[src/hdl/wsd_pkg.sv]
// Shared types, result codes and opcodes for the WebSocket frame deframer.
`default_nettype none
package wsd_pkg;

    // Result kinds carried on the output tuser
    localparam logic [1:0] K_MSG   = 2'd0;
    localparam logic [1:0] K_EMPTY = 2'd1;
    localparam logic [1:0] K_PONG  = 2'd2;
    localparam logic [1:0] K_CLOSE = 2'd3;

    // Frame opcodes the parser acts on
    localparam logic [3:0] OP_CONT  = 4'h0;
    localparam logic [3:0] OP_TEXT  = 4'h1;
    localparam logic [3:0] OP_CLOSE = 4'h8;
    localparam logic [3:0] OP_PING  = 4'h9;

    localparam logic [7:0] PONG_FIRST_BYTE = 8'h8A;
    localparam logic [6:0] LEN7_EXT16 = 7'd126;
    localparam logic [6:0] LEN7_EXT64 = 7'd127;

    localparam int QUEUE_DEPTH = 4;

    typedef struct packed {
        logic [1:0] kind;
        logic [7:0] data_byte;
        logic       last;
    } wsd_result_t;

    // One queue entry: one result, or two for the pong header
    typedef struct packed {
        logic        two;
        wsd_result_t first;
        wsd_result_t second;
    } wsd_entry_t;

    typedef struct packed {
        logic       valid;
        wsd_entry_t entry;
    } wsd_slot_t;

endpackage
`default_nettype wire

[src/hdl/wsd_front.sv]
// Header parser and payload unmasker: turns received bytes into queued results.
`default_nettype none
module wsd_front (
    input  wire logic              clk,
    input  wire logic              rst_n,
    input  wire logic              in_fire,
    input  wire logic [7:0]        rx_byte,
    output wsd_pkg::wsd_slot_t     push
);

    typedef enum logic [2:0] {
        PH_HDR0,
        PH_HDR1,
        PH_EXT16,
        PH_EXT64,
        PH_MASK,
        PH_PAYLOAD
    } phase_t;

    phase_t      phase_reg, phase_next;
    logic [3:0]  opcode_reg, opcode_next;
    logic        masked_reg, masked_next;
    logic [63:0] remain_reg, remain_next;
    logic [2:0]  hcnt_reg, hcnt_next;
    logic [31:0] key_reg, key_next;
    logic [1:0]  mpos_reg, mpos_next;
    logic        closed_reg, closed_next;

    logic        hdr_done;
    logic [63:0] hdr_len;
    logic        hdr_empty;
    logic        is_msg;
    logic        fin;
    logic [7:0]  plain;
    logic [6:0]  len7;

    assign is_msg = opcode_reg inside {wsd_pkg::OP_TEXT, wsd_pkg::OP_CONT};
    assign len7   = rx_byte[6:0];
    assign plain  = rx_byte ^ key_reg[{mpos_reg, 3'b000} +: 8];

    always_comb
    begin
        phase_next  = phase_reg;
        opcode_next = opcode_reg;
        masked_next = masked_reg;
        remain_next = remain_reg;
        hcnt_next   = hcnt_reg;
        key_next    = key_reg;
        mpos_next   = mpos_reg;
        closed_next = closed_reg;
        push        = '0;
        hdr_done    = 1'b0;
        hdr_len     = remain_reg;
        fin         = 1'b0;

        if (in_fire && !closed_reg)
        begin
            case (phase_reg)
                PH_HDR0:
                begin
                    opcode_next = rx_byte[3:0];
                    phase_next  = PH_HDR1;
                end
                PH_HDR1:
                begin
                    masked_next = rx_byte[7];
                    key_next    = '0;
                    hcnt_next   = '0;
                    remain_next = '0;
                    if (len7 == wsd_pkg::LEN7_EXT16)
                        phase_next = PH_EXT16;
                    else if (len7 == wsd_pkg::LEN7_EXT64)
                        phase_next = PH_EXT64;
                    else
                    begin
                        remain_next = {57'd0, len7};
                        hdr_len     = {57'd0, len7};
                        if (rx_byte[7])
                            phase_next = PH_MASK;
                        else
                            hdr_done = 1'b1;
                    end
                end
                PH_EXT16, PH_EXT64:
                begin
                    remain_next = {remain_reg[55:0], rx_byte};
                    hdr_len     = remain_next;
                    hcnt_next   = hcnt_reg + 3'd1;
                    if ((phase_reg == PH_EXT16) ? (hcnt_reg == 3'd1) : (hcnt_reg == 3'd7))
                    begin
                        hcnt_next = '0;
                        if (masked_reg)
                            phase_next = PH_MASK;
                        else
                            hdr_done = 1'b1;
                    end
                end
                PH_MASK:
                begin
                    key_next  = key_reg | ({24'd0, rx_byte} << {hcnt_reg[1:0], 3'b000});
                    hcnt_next = hcnt_reg + 3'd1;
                    if (hcnt_reg == 3'd3)
                        hdr_done = 1'b1;
                end
                PH_PAYLOAD:
                begin
                    mpos_next   = mpos_reg + 2'd1;
                    remain_next = remain_reg - 64'd1;
                    fin         = (remain_next == 64'd0);
                    if (is_msg)
                    begin
                        push.valid       = 1'b1;
                        push.entry.first = '{wsd_pkg::K_MSG, plain, fin};
                    end
                    else if (opcode_reg == wsd_pkg::OP_PING)
                    begin
                        push.valid       = 1'b1;
                        push.entry.first = '{wsd_pkg::K_PONG, plain, fin};
                    end
                    else if (opcode_reg == wsd_pkg::OP_CLOSE && fin)
                    begin
                        push.valid       = 1'b1;
                        push.entry.first = '{wsd_pkg::K_CLOSE, 8'd0, 1'b0};
                        closed_next      = 1'b1;
                    end
                    if (fin)
                        phase_next = PH_HDR0;
                end
                default:
                    phase_next = PH_HDR0;
            endcase
        end

        // length and key known: announce the frame and pick the next phase
        hdr_empty = (hdr_len == 64'd0);
        if (hdr_done)
        begin
            mpos_next = '0;
            hcnt_next = '0;
            if (is_msg)
            begin
                if (hdr_empty)
                begin
                    push.valid       = 1'b1;
                    push.entry.first = '{wsd_pkg::K_EMPTY, 8'd0, 1'b1};
                end
            end
            else if (opcode_reg == wsd_pkg::OP_PING)
            begin
                push.valid        = 1'b1;
                push.entry.two    = 1'b1;
                push.entry.first  = '{wsd_pkg::K_PONG, wsd_pkg::PONG_FIRST_BYTE, 1'b0};
                push.entry.second = '{wsd_pkg::K_PONG, hdr_len[7:0], hdr_empty};
            end
            else if (opcode_reg == wsd_pkg::OP_CLOSE && hdr_empty)
            begin
                push.valid       = 1'b1;
                push.entry.first = '{wsd_pkg::K_CLOSE, 8'd0, 1'b0};
                closed_next      = 1'b1;
            end
            phase_next = hdr_empty ? PH_HDR0 : PH_PAYLOAD;
        end
    end

    always_ff @(posedge clk or negedge rst_n)
    begin
        if (!rst_n)
        begin
            phase_reg  <= PH_HDR0;
            opcode_reg <= '0;
            masked_reg <= 1'b0;
            remain_reg <= '0;
            hcnt_reg   <= '0;
            key_reg    <= '0;
            mpos_reg   <= '0;
            closed_reg <= 1'b0;
        end
        else
        begin
            phase_reg  <= phase_next;
            opcode_reg <= opcode_next;
            masked_reg <= masked_next;
            remain_reg <= remain_next;
            hcnt_reg   <= hcnt_next;
            key_reg    <= key_next;
            mpos_reg   <= mpos_next;
            closed_reg <= closed_next;
        end
    end

endmodule
`default_nettype wire

[src/hdl/wsd_queue.sv]
// Short result queue between the parser and the output sequencer.
`default_nettype none
module wsd_queue #(
    parameter int DEPTH = wsd_pkg::QUEUE_DEPTH
) (
    input  wire logic               clk,
    input  wire logic               rst_n,
    input  wire wsd_pkg::wsd_slot_t push,
    output logic                    full,
    output wsd_pkg::wsd_slot_t      head,
    input  wire logic               pop
);

    localparam int IDX_W = (DEPTH > 1) ? $clog2(DEPTH) : 1;
    localparam int CNT_W = $clog2(DEPTH + 1);
    localparam logic [IDX_W-1:0] LAST_IDX = IDX_W'(DEPTH - 1);

    wsd_pkg::wsd_entry_t entries_reg [DEPTH];
    logic [IDX_W-1:0] wr_ptr_reg, wr_ptr_next;
    logic [IDX_W-1:0] rd_ptr_reg, rd_ptr_next;
    logic [CNT_W-1:0] count_reg, count_next;
    logic             do_push;
    logic             do_pop;

    assign full    = (count_reg == CNT_W'(DEPTH));
    assign do_push = push.valid && !full;
    assign do_pop  = pop && (count_reg != '0);
    assign head    = {(count_reg != '0), entries_reg[rd_ptr_reg]};

    always_comb
    begin
        wr_ptr_next = wr_ptr_reg;
        rd_ptr_next = rd_ptr_reg;
        count_next  = count_reg;
        if (do_push)
            wr_ptr_next = (wr_ptr_reg == LAST_IDX) ? '0 : wr_ptr_reg + IDX_W'(1);
        if (do_pop)
            rd_ptr_next = (rd_ptr_reg == LAST_IDX) ? '0 : rd_ptr_reg + IDX_W'(1);
        if (do_push && !do_pop)
            count_next = count_reg + CNT_W'(1);
        else if (do_pop && !do_push)
            count_next = count_reg - CNT_W'(1);
    end

    always_ff @(posedge clk or negedge rst_n)
    begin
        if (!rst_n)
        begin
            wr_ptr_reg <= '0;
            rd_ptr_reg <= '0;
            count_reg  <= '0;
        end
        else
        begin
            wr_ptr_reg <= wr_ptr_next;
            rd_ptr_reg <= rd_ptr_next;
            count_reg  <= count_next;
        end
    end

    always_ff @(posedge clk)
    begin
        if (do_push)
            entries_reg[wr_ptr_reg] <= push.entry;
    end

endmodule
`default_nettype wire

[src/hdl/wsd_back.sv]
// Output sequencer: unpacks queue entries into single results behind an output register.
`default_nettype none
module wsd_back (
    input  wire logic               clk,
    input  wire logic               rst_n,
    input  wire wsd_pkg::wsd_slot_t head,
    output logic                    pop,
    output logic                    m_tvalid,
    input  wire logic               m_tready,
    output logic [7:0]              m_tdata,
    output logic [1:0]              m_tuser,
    output logic                    m_tlast
);

    logic                 valid_reg, valid_next;
    logic                 sub_reg, sub_next;
    wsd_pkg::wsd_result_t res_reg;
    wsd_pkg::wsd_result_t sel;
    logic                 load;

    assign load = head.valid && (!valid_reg || m_tready);
    assign sel  = sub_reg ? head.entry.second : head.entry.first;
    // a two-result entry is popped only when its second half is taken
    assign pop  = load && (!head.entry.two || sub_reg);

    always_comb
    begin
        valid_next = valid_reg;
        sub_next   = sub_reg;
        if (load)
        begin
            valid_next = 1'b1;
            sub_next   = head.entry.two && !sub_reg;
        end
        else if (m_tready)
            valid_next = 1'b0;
    end

    always_ff @(posedge clk or negedge rst_n)
    begin
        if (!rst_n)
        begin
            valid_reg <= 1'b0;
            sub_reg   <= 1'b0;
        end
        else
        begin
            valid_reg <= valid_next;
            sub_reg   <= sub_next;
        end
    end

    always_ff @(posedge clk)
    begin
        if (load)
            res_reg <= sel;
    end

    assign m_tvalid = valid_reg;
    assign m_tdata  = res_reg.data_byte;
    assign m_tuser  = res_reg.kind;
    assign m_tlast  = res_reg.last;

endmodule
`default_nettype wire

[src/hdl/websocket_frame_deframer.sv]
// Top level of the WebSocket frame deframer: parser, result queue and output sequencer.
//
//  channel | dir | signals                     | one request
//  --------+-----+-----------------------------+-------------------------------------------
//  s_      | in  | tvalid tready tdata[7:0]    | one received byte (rx_byte)
//  m_      | out | tvalid tready tdata[7:0]    | one result: data_byte in tdata, kind in
//          |     | tuser[1:0] tlast            | tuser, last in tlast
//
//  Cycles: one received byte a cycle while the result queue is not full. A byte's results
//  are queued at the edge that takes it and enter the output register once it is free.
//  A ping header gives two results, sent one after the other; the queue absorbs this.
//  Reset: rst_n async, clears parser state, queue pointers and the output valid.
//  Stalls: s_tready falls only while the result queue is full; with m_tready low the
//  parser keeps taking bytes until the queue fills.
`default_nettype none
module websocket_frame_deframer #(
    parameter int QUEUE_DEPTH = wsd_pkg::QUEUE_DEPTH
) (
    input  wire logic       clk,
    input  wire logic       rst_n,
    input  wire logic       s_tvalid,
    output logic            s_tready,
    input  wire logic [7:0] s_tdata,   // [7:0] rx_byte
    output logic            m_tvalid,
    input  wire logic       m_tready,
    output logic [7:0]      m_tdata,   // [7:0] data_byte
    output logic [1:0]      m_tuser,   // [1:0] kind
    output logic            m_tlast
);

    wsd_pkg::wsd_slot_t push;
    wsd_pkg::wsd_slot_t head;
    logic               full;
    logic               pop;
    logic               in_fire;

    // a byte is only taken when its results are sure of a queue slot
    assign s_tready = !full;
    assign in_fire  = s_tvalid && s_tready;

    wsd_front u_front (
        .clk     (clk),
        .rst_n   (rst_n),
        .in_fire (in_fire),
        .rx_byte (s_tdata),
        .push    (push)
    );

    wsd_queue #(
        .DEPTH (QUEUE_DEPTH)
    ) u_queue (
        .clk   (clk),
        .rst_n (rst_n),
        .push  (push),
        .full  (full),
        .head  (head),
        .pop   (pop)
    );

    wsd_back u_back (
        .clk      (clk),
        .rst_n    (rst_n),
        .head     (head),
        .pop      (pop),
        .m_tvalid (m_tvalid),
        .m_tready (m_tready),
        .m_tdata  (m_tdata),
        .m_tuser  (m_tuser),
        .m_tlast  (m_tlast)
    );

endmodule
`default_nettype wire

[config.mk]
export PLATFORM = sky130hd
export DESIGN_NAME = websocket_frame_deframer
export DESIGN_NICKNAME = d
export VERILOG_FILES = /design/src/hdl/wsd_pkg.sv /design/src/hdl/wsd_front.sv /design/src/hdl/wsd_queue.sv /design/src/hdl/wsd_back.sv /design/src/hdl/websocket_frame_deframer.sv
export SDC_FILE = /design/constraint.sdc
export NUM_CORES = 1
export LEC_CHECK = 0
export CAP_MARGIN = 30
export CORE_ASPECT_RATIO = 0.6
export CORE_MARGIN = 2
export CORE_UTILIZATION = 60
export CTS_CLUSTER_SIZE = 14
export DETAILED_ROUTE_END_ITERATION = 16
export DONT_BUFFER_PORTS = 1
export HOLD_SLACK_MARGIN = 0.02
export PLACE_DENSITY_LB_ADDON = 0.3
export RECOVER_POWER = 25
export SETUP_SLACK_MARGIN = 0.3
export SYNTH_ARGS = -nofsm -noshare
export SYNTH_HDL_FRONTEND = slang
export SYNTH_SLANG_ARGS = --single-unit
[constraint.sdc]
create_clock -name clk -period 6.5 [get_ports clk]
set_clock_uncertainty 0.15 [all_clocks]
set_input_delay 0.325 -clock clk [delete_from_list [all_inputs] [get_ports clk]]
set_output_delay 0.325 -clock clk [all_outputs]
set_load 0.02 [all_outputs]
==> out/qor.txt, run 1 <==
Register bit total from synthesis -> 214
R2R cell count -> 14
Post-DP HPWL -> 25800 um
Y dimension of the die -> 115 um
Fraction of synthesized cell area taken by the top area cell type -> 0.244
Number of nets in the synthesized netlist -> 1299
Sequential share of the synthesized area -> 0.477
Count of antenna-violating nets left after detailed routing -> 0
Crit path kind -> flop to flop
Launch point of the worst reg-to-reg path -> u_front.remain_reg[9]
Clock insertion delay at the later pin of the skew report -> 0.51 ns
Total die area -> 21600 um2
Main flop type after synthesis -> sky130_fd_sc_hd__dfrtp_1
Cell breakdown of the critical path -> or4_4 > or4_1 > nor3_1 > xnor2_1 > nand4b_1 > nor4_2 > nand4_2 > nand2_1 > ha_1 > inv_1 > fa_1 > xor2_1 > nor2_1 > xor2_1
Number of filler instances in the final layout -> 1567
Type of element launching the critical path -> flop
Violated checks -> capacitance limit, slew limit
Number of flops mapped to enable cells by yosys -> 95
Worst slew pin tran -> 3.01 ns
Antenna diode count -> 0
Number of global-route vias before repair -> 9847
Final worst path period share -> 0.820
Final min period -> 5.33 ns
Static leakage -> 0.00471 uW
Cell chosen for the clock root -> sky130_fd_sc_hd__clkbuf_16
Most instantiated library cell after synthesis -> sky130_fd_sc_hd__o21ai_0
Worst VDD drop -> 210 uV
Clock-pin slew reported for the worst setup and hold paths after clock tree synthesis -> 0.07 ns
Area occupied by multi-input gates -> 5930 um2
Worst Hold End -> u_queue.entries_reg[1][14]
Post-Synthesis Mean Instance Area -> 9.58 um2
Proportion of register bits with asynchronous set or reset after synthesis -> 0.556
Result of the run -> complete, but fails checks
Max H-tree Level -> 1
Number of stages on the worst hold path -> 2
Number of antenna violations at the first check in global routing -> 0
Flip-flop count of the largest register after layout -> 84
Hold buffer count at cts -> 11
Yosys synthesis warning count -> 0
Max Transition Viols Final -> 120
Layout cells sized above 1 -> 0.103
RSZ-0062 raised after global routing -> no
Setup violation total in the final timing report -> 0
Initial cell density of the core -> 0.612
Sum Neg Setup Slack -> 0 ns
Maximum achievable frequency -> 0.188 GHz
Routability congestion estimate from global placement -> 1.08
Vias per Instance -> 6.97
Setup slack, reg-to-reg -> 1.17 ns
Crit path DAT -> 5.60 ns
Setup fix buffers added after clock tree synthesis -> 0
Max Cap Violations -> 1
Number of sinks on the clock net -> 214
Routed wire length -> 37600 um
Number of instances resized during post-cts repair -> 0
Final hold vios -> 0
List of most frequent post-synthesis cells -> sky130_fd_sc_hd__o21ai_0 (128), sky130_fd_sc_hd__nor2_1 (126), sky130_fd_sc_hd__dfrtp_1 (119)
Cell type with the highest aggregate area in the netlist -> sky130_fd_sc_hd__dfrtp_1
Clock tree from TritonCTS -> done
Count of cell types in the netlist -> 80
Gate count after technology mapping -> 1276
Hold path startpoint -> s_tdata[2]
Number of vias in the routed layout -> 10600
Max Fanout on Critical Path -> 15
Area of the core region -> 20000 um2
Number of buffer cells added on primary ports -> 0
Maximum number of pins on one net before global-route repair -> 120
Area Overhead vs Synth -> 8.03%
Post-DR wirelength/cell -> 24.8 um
FF+latch area -> 5830 um2
Final routed DRC violation total -> 0
Largest delay share family, worst path -> simple AND/OR/NAND/NOR gates
Number of clock buffers inserted by TritonCTS -> 21
Number of detailed-route iterations in the first pass -> 6
Overall track demand over capacity in global routing -> 0.354
Post-synth design cell area -> 12200 um2
WP data required -> 6.77 ns
Reg2Reg Capture Point -> u_queue.count_reg[2]
Total number of placement rows -> 40
Horizontal extent of the die -> 188 um
Final hold slack -> 0.0305 ns
Crit path buf inv count -> 1
Power density over the cells -> 240 nW/um2
Delay of the slowest cell on the worst path -> 0.77 ns
Initial detailed-routing violation count -> 1652
Worst rel slew slack -> -1.01
Nets -> 1253
Ports -> 25
Longest Clk Path Bufs -> 3
Global route overflow -> 0
Worst Hold Class -> input pin to flop
First-pass GRT wire length -> 58100 um
Most frequent CP cell -> sky130_fd_sc_hd__xor2_1
Cell with the biggest individual delay on the critical path -> sky130_fd_sc_hd__or4_1
Setup crit end kind -> flop
Cell types with the largest area share after synthesis -> sky130_fd_sc_hd__dfrtp_1 (24%), sky130_fd_sc_hd__edfxtp_1 (23%), sky130_fd_sc_hd__mux4_2 (5.3%)
worst max path at each step:
stage                      startpoint                         end  slack (ns)  cells past startpoint
4_1_cts         u_front.remain_reg[9]        u_queue.count_reg[2]        1.32                     14
3_3_place_gp   u_front.remain_reg[31]  u_queue.entries_reg[2][16]        1.35                      8
5_1_grt        u_front.remain_reg[20]        u_queue.count_reg[2]        0.86                     14
2_1_floorplan   u_front.remain_reg[1]   u_queue.entries_reg[3][0]        1.85                     10
6_report        u_front.remain_reg[9]        u_queue.count_reg[2]        1.17                     14
3_5_place_dp    u_front.remain_reg[9]        u_queue.count_reg[2]        1.35                     14
area by class of cell:
type                    count  area share
clock buffers              29      0.0445
clock inverters             7      0.0104
inverters                  27     0.00768
multi-input cells         936       0.449
flip-flops and latches    214       0.442
well taps                 273      0.0259
repair buffers             30      0.0207
stage by stage:
| step | utilization | instance area [um2] | total power [uW] | setup slack [ns] | instances |
|---|---|---|---|---|---|
| floorplan | - | 12200 | 1770 | 1.85 | 1276 |
| global placement | 0.617 | 12300 | 1820 | 1.35 | 1466 |
| detailed placement | 0.618 | 12300 | 1840 | 1.35 | 1468 |
| CTS | 0.661 | 13200 | 3160 | 1.32 | 1515 |
| global route | 0.661 | 13200 | 3260 | 0.861 | 1516 |
| finish | 0.661 | 13200 | 3170 | 1.17 | 1516 |
placed cells by master, fill, tap and decap left out, types with 13 or more instances in the layout:
cell type and n:
sky130_fd_sc_hd__inv_1 27, sky130_fd_sc_hd__nand2_1 114, sky130_fd_sc_hd__nor4_1 43, sky130_fd_sc_hd__nor3_1 62
sky130_fd_sc_hd__clkbuf_16 22, sky130_fd_sc_hd__buf_4 16, sky130_fd_sc_hd__a32oi_1 13, sky130_fd_sc_hd__nand4_1 31
sky130_fd_sc_hd__edfxtp_1 95, sky130_fd_sc_hd__or3_1 24, sky130_fd_sc_hd__o21ai_0 128, sky130_fd_sc_hd__mux4_2 29
sky130_fd_sc_hd__dfrtp_1 119, sky130_fd_sc_hd__a21oi_1 102, sky130_fd_sc_hd__nand3_1 28, sky130_fd_sc_hd__nor2_1 125
sky130_fd_sc_hd__xnor2_1 18
kinds of logic (layout without fill, tap and decap cells):
kind of cell,Yosys count,in the layout,synth area share
AND/OR/NAND/NOR,522,522,0.224
AO/OA/AOI/OAI,338,338,0.165
adder cells (fa/ha/maj),11,11,0.0119
XOR/XNOR,24,24,0.0172
flip-flops,214,214,0.477
multiplexers,41,41,0.0641
buffers and inverters,126,93,0.0404
power by group:
part | internal, uW | leakage (uW) | total [uW] | switching (uW)
registers | 1470 | 0.00226 | 1540 | 73.1
logic | 128 | 0.00210 | 312 | 184
clock network | 789 | 0.000350 | 1310 | 525
metal layers:
metal  wire [um]  vias to the layer above  track usage
met5          65                        -       0.0226
met1       16700                     5041        0.552
met2       14300                      754        0.452
li1            -                     4699            -
met3        5880                       77        0.140
met4         715                        2       0.0740
(Power assumes the default switching activity.)
==> run 2: changes to the inputs <==
==> constraint.sdc (replaced) <==
create_clock -name clk -period 5.1 [get_ports clk]
set_clock_uncertainty 0.15 [all_clocks]
set_input_delay 0.255 -clock clk [delete_from_list [all_inputs] [get_ports clk]]
set_output_delay 0.255 -clock clk [all_outputs]
set_load 0.02 [all_outputs]
==> out/qor.txt, run 2 (same netlist as run 1, synthesis figures left out) <==
Clock tree from TritonCTS -> done
Worst Hold Class -> input pin to flop
Routed wire length -> 38900 um
Nets -> 1303
Crit path kind -> flop to flop
GR Layer Usage met2 -> 0.466
Power density over the cells -> 281 nW/um2
Maximum number of pins on one net before global-route repair -> 120
Number of sinks on the clock net -> 214
Sum Neg Setup Slack -> 0 ns
Setup slack, reg-to-reg -> 0.35 ns
First-pass GRT wire length -> 59800 um
Y dimension of the die -> 115 um
Routability congestion estimate from global placement -> 1.07
Final hold slack -> 0.0498 ns
Total number of placement rows -> 40
Layout cells sized above 1 -> 0.139
Type of element launching the critical path -> flop
Most frequent cells in the layout -> sky130_fd_sc_hd__o21ai_0 (128), sky130_fd_sc_hd__nor2_1 (125), sky130_fd_sc_hd__dfrtp_1 (119)
Horizontal extent of the die -> 188 um
Max Transition Viols Final -> 120
Maximum achievable frequency -> 0.211 GHz
Worst Hold End -> u_queue.entries_reg[2][2]
Max H-tree Level -> 1
Worst VDD drop -> 365 uV
Commonest non-fill, non-tap cell in the layout -> sky130_fd_sc_hd__o21ai_0
Final routed DRC violation total -> 0
Final hold vios -> 0
Result of the run -> complete, but fails checks
Hold path startpoint -> s_tdata[1]
Number of stages on the worst hold path -> 2
Power consumption -> 3800 uW
Number of clock buffers inserted by TritonCTS -> 21
Post-DR wirelength/cell -> 24.8 um
RSZ-0062 raised after global routing -> no
Area of the core region -> 20000 um2
Total die area -> 21600 um2
Worst slew pin tran -> 3.10 ns
Count of antenna-violating nets left after detailed routing -> 0
Max Cap Violations -> 1
Initial detailed-routing violation count -> 2004
Setup violation total in the final timing report -> 0
R2R cell count -> 16
Global routing usage on met3 -> 0.133
WP data required -> 5.36 ns
Flip-flop count of the largest register after layout -> 84
Area Overhead vs Synth -> 10.7%
Launch point of the worst reg-to-reg path -> u_front.remain_reg[21]
Post-DP HPWL -> 26600 um
Final worst path period share -> 0.931
GR met1 Demand/Resource -> 0.580
Ports -> 25
Static leakage -> 0.00490 uW
Violated checks -> capacitance limit, slew limit
Final min period -> 4.75 ns
Cell chosen for the clock root -> sky130_fd_sc_hd__clkbuf_16
Worst rel slew slack -> -1.07
Number of buffer cells added on primary ports -> 0
Max Fanout on Critical Path -> 6
Initial cell density of the core -> 0.612
Number of antenna violations at the first check in global routing -> 1
Number of global-route vias before repair -> 10100
Vias per Instance -> 7.08
Final Instance Count excl. Fillers -> 1568
Clock-pin slew reported for the worst setup and hold paths after clock tree synthesis -> 0.07 ns
Setup crit end kind -> flop
Crit path DAT -> 5.01 ns
Number of vias in the routed layout -> 11100
Overall track demand over capacity in global routing -> 0.362
Global route overflow -> 0
Number of cells in the design after placement -> 1510
Clock insertion delay at the later pin of the skew report -> 0.51 ns
Most heavily used metal layer in global routing -> met1
Longest Clk Path Bufs -> 3
Reg2Reg Capture Point -> u_queue.count_reg[2]
Number of detailed-route iterations in the first pass -> 8
## run 2: repair_timing
action                     4_1_cts  5_1_grt
hold endpoints to repair       194        0
gates resized for setup          0        9
buffers inserted                 0        3
setup endpoints to repair        0       38
hold buffers                    15        0
## run 2: layout make-up
type | count | area [um2]
clock buffers | 29 | 569
flip-flops and latches | 214 | 5830
multi-input cells | 937 | 5990
fillers | 1501 | 6440
well taps | 273 | 342
diodes | 1 | 2.50
clock inverters | 8 | 48.8
inverters | 27 | 101
repair buffers | 79 | 643
## run 2: report_power, final
group	total [uW]	switching [uW]	internal [uW]	leakage [uW]
logic	388	240	148	0.00235
registers	1960	89.0	1870	0.00226
clock network	1450	668	784	0.000289
## run 2: per-layer routing
metal	wire, um	part of all wire
met5	0	0
met4	681	0.018
met3	6380	0.16
met2	14900	0.38
met1	16900	0.44
## run 2: stage by stage
stage	util	worst slack (ns)	area [um2]
after floorplan	-	0.451	12200
after CTS	0.674	0.328	13500
after detailed placement	0.635	0.382	12700
after global placement	0.633	0.593	12600
after global routing	0.678	0.269	13500
final	0.678	0.352	13500
## run 2: worst max-delay path by stage
stage | from | to | slack, ns | cells past startpoint
after floorplan | u_front.remain_reg[1] | u_queue.entries_reg[3][0] | 0.45 | 10
after global placement | u_front.remain_reg[9] | u_queue.count_reg[2] | 0.59 | 14
after detailed placement | u_front.remain_reg[9] | u_queue.count_reg[2] | 0.38 | 15
after CTS | u_front.remain_reg[9] | u_queue.count_reg[2] | 0.33 | 15
after global routing | u_front.remain_reg[9] | u_queue.count_reg[2] | 0.27 | 14
final | u_front.remain_reg[21] | u_queue.count_reg[2] | 0.35 | 16
## run 2: worst max-delay path, cell delays in order, from the launching register on
cell                       delay [ns]
sky130_fd_sc_hd__dfrtp_1         0.47
sky130_fd_sc_hd__nor3_1          0.60
sky130_fd_sc_hd__nand4_1         0.58
sky130_fd_sc_hd__buf_4           0.35
sky130_fd_sc_hd__nor3_1          0.17
sky130_fd_sc_hd__buf_4           0.17
sky130_fd_sc_hd__xnor2_1         0.16
sky130_fd_sc_hd__nand4b_1        0.21
sky130_fd_sc_hd__nor4_4          0.46
sky130_fd_sc_hd__nand4_2         0.17
sky130_fd_sc_hd__nand2_1         0.11
sky130_fd_sc_hd__ha_1            0.18
sky130_fd_sc_hd__inv_1           0.06
sky130_fd_sc_hd__fa_1            0.38
sky130_fd_sc_hd__xor2_1          0.15
sky130_fd_sc_hd__nor2_1          0.12
sky130_fd_sc_hd__xor2_1          0.16
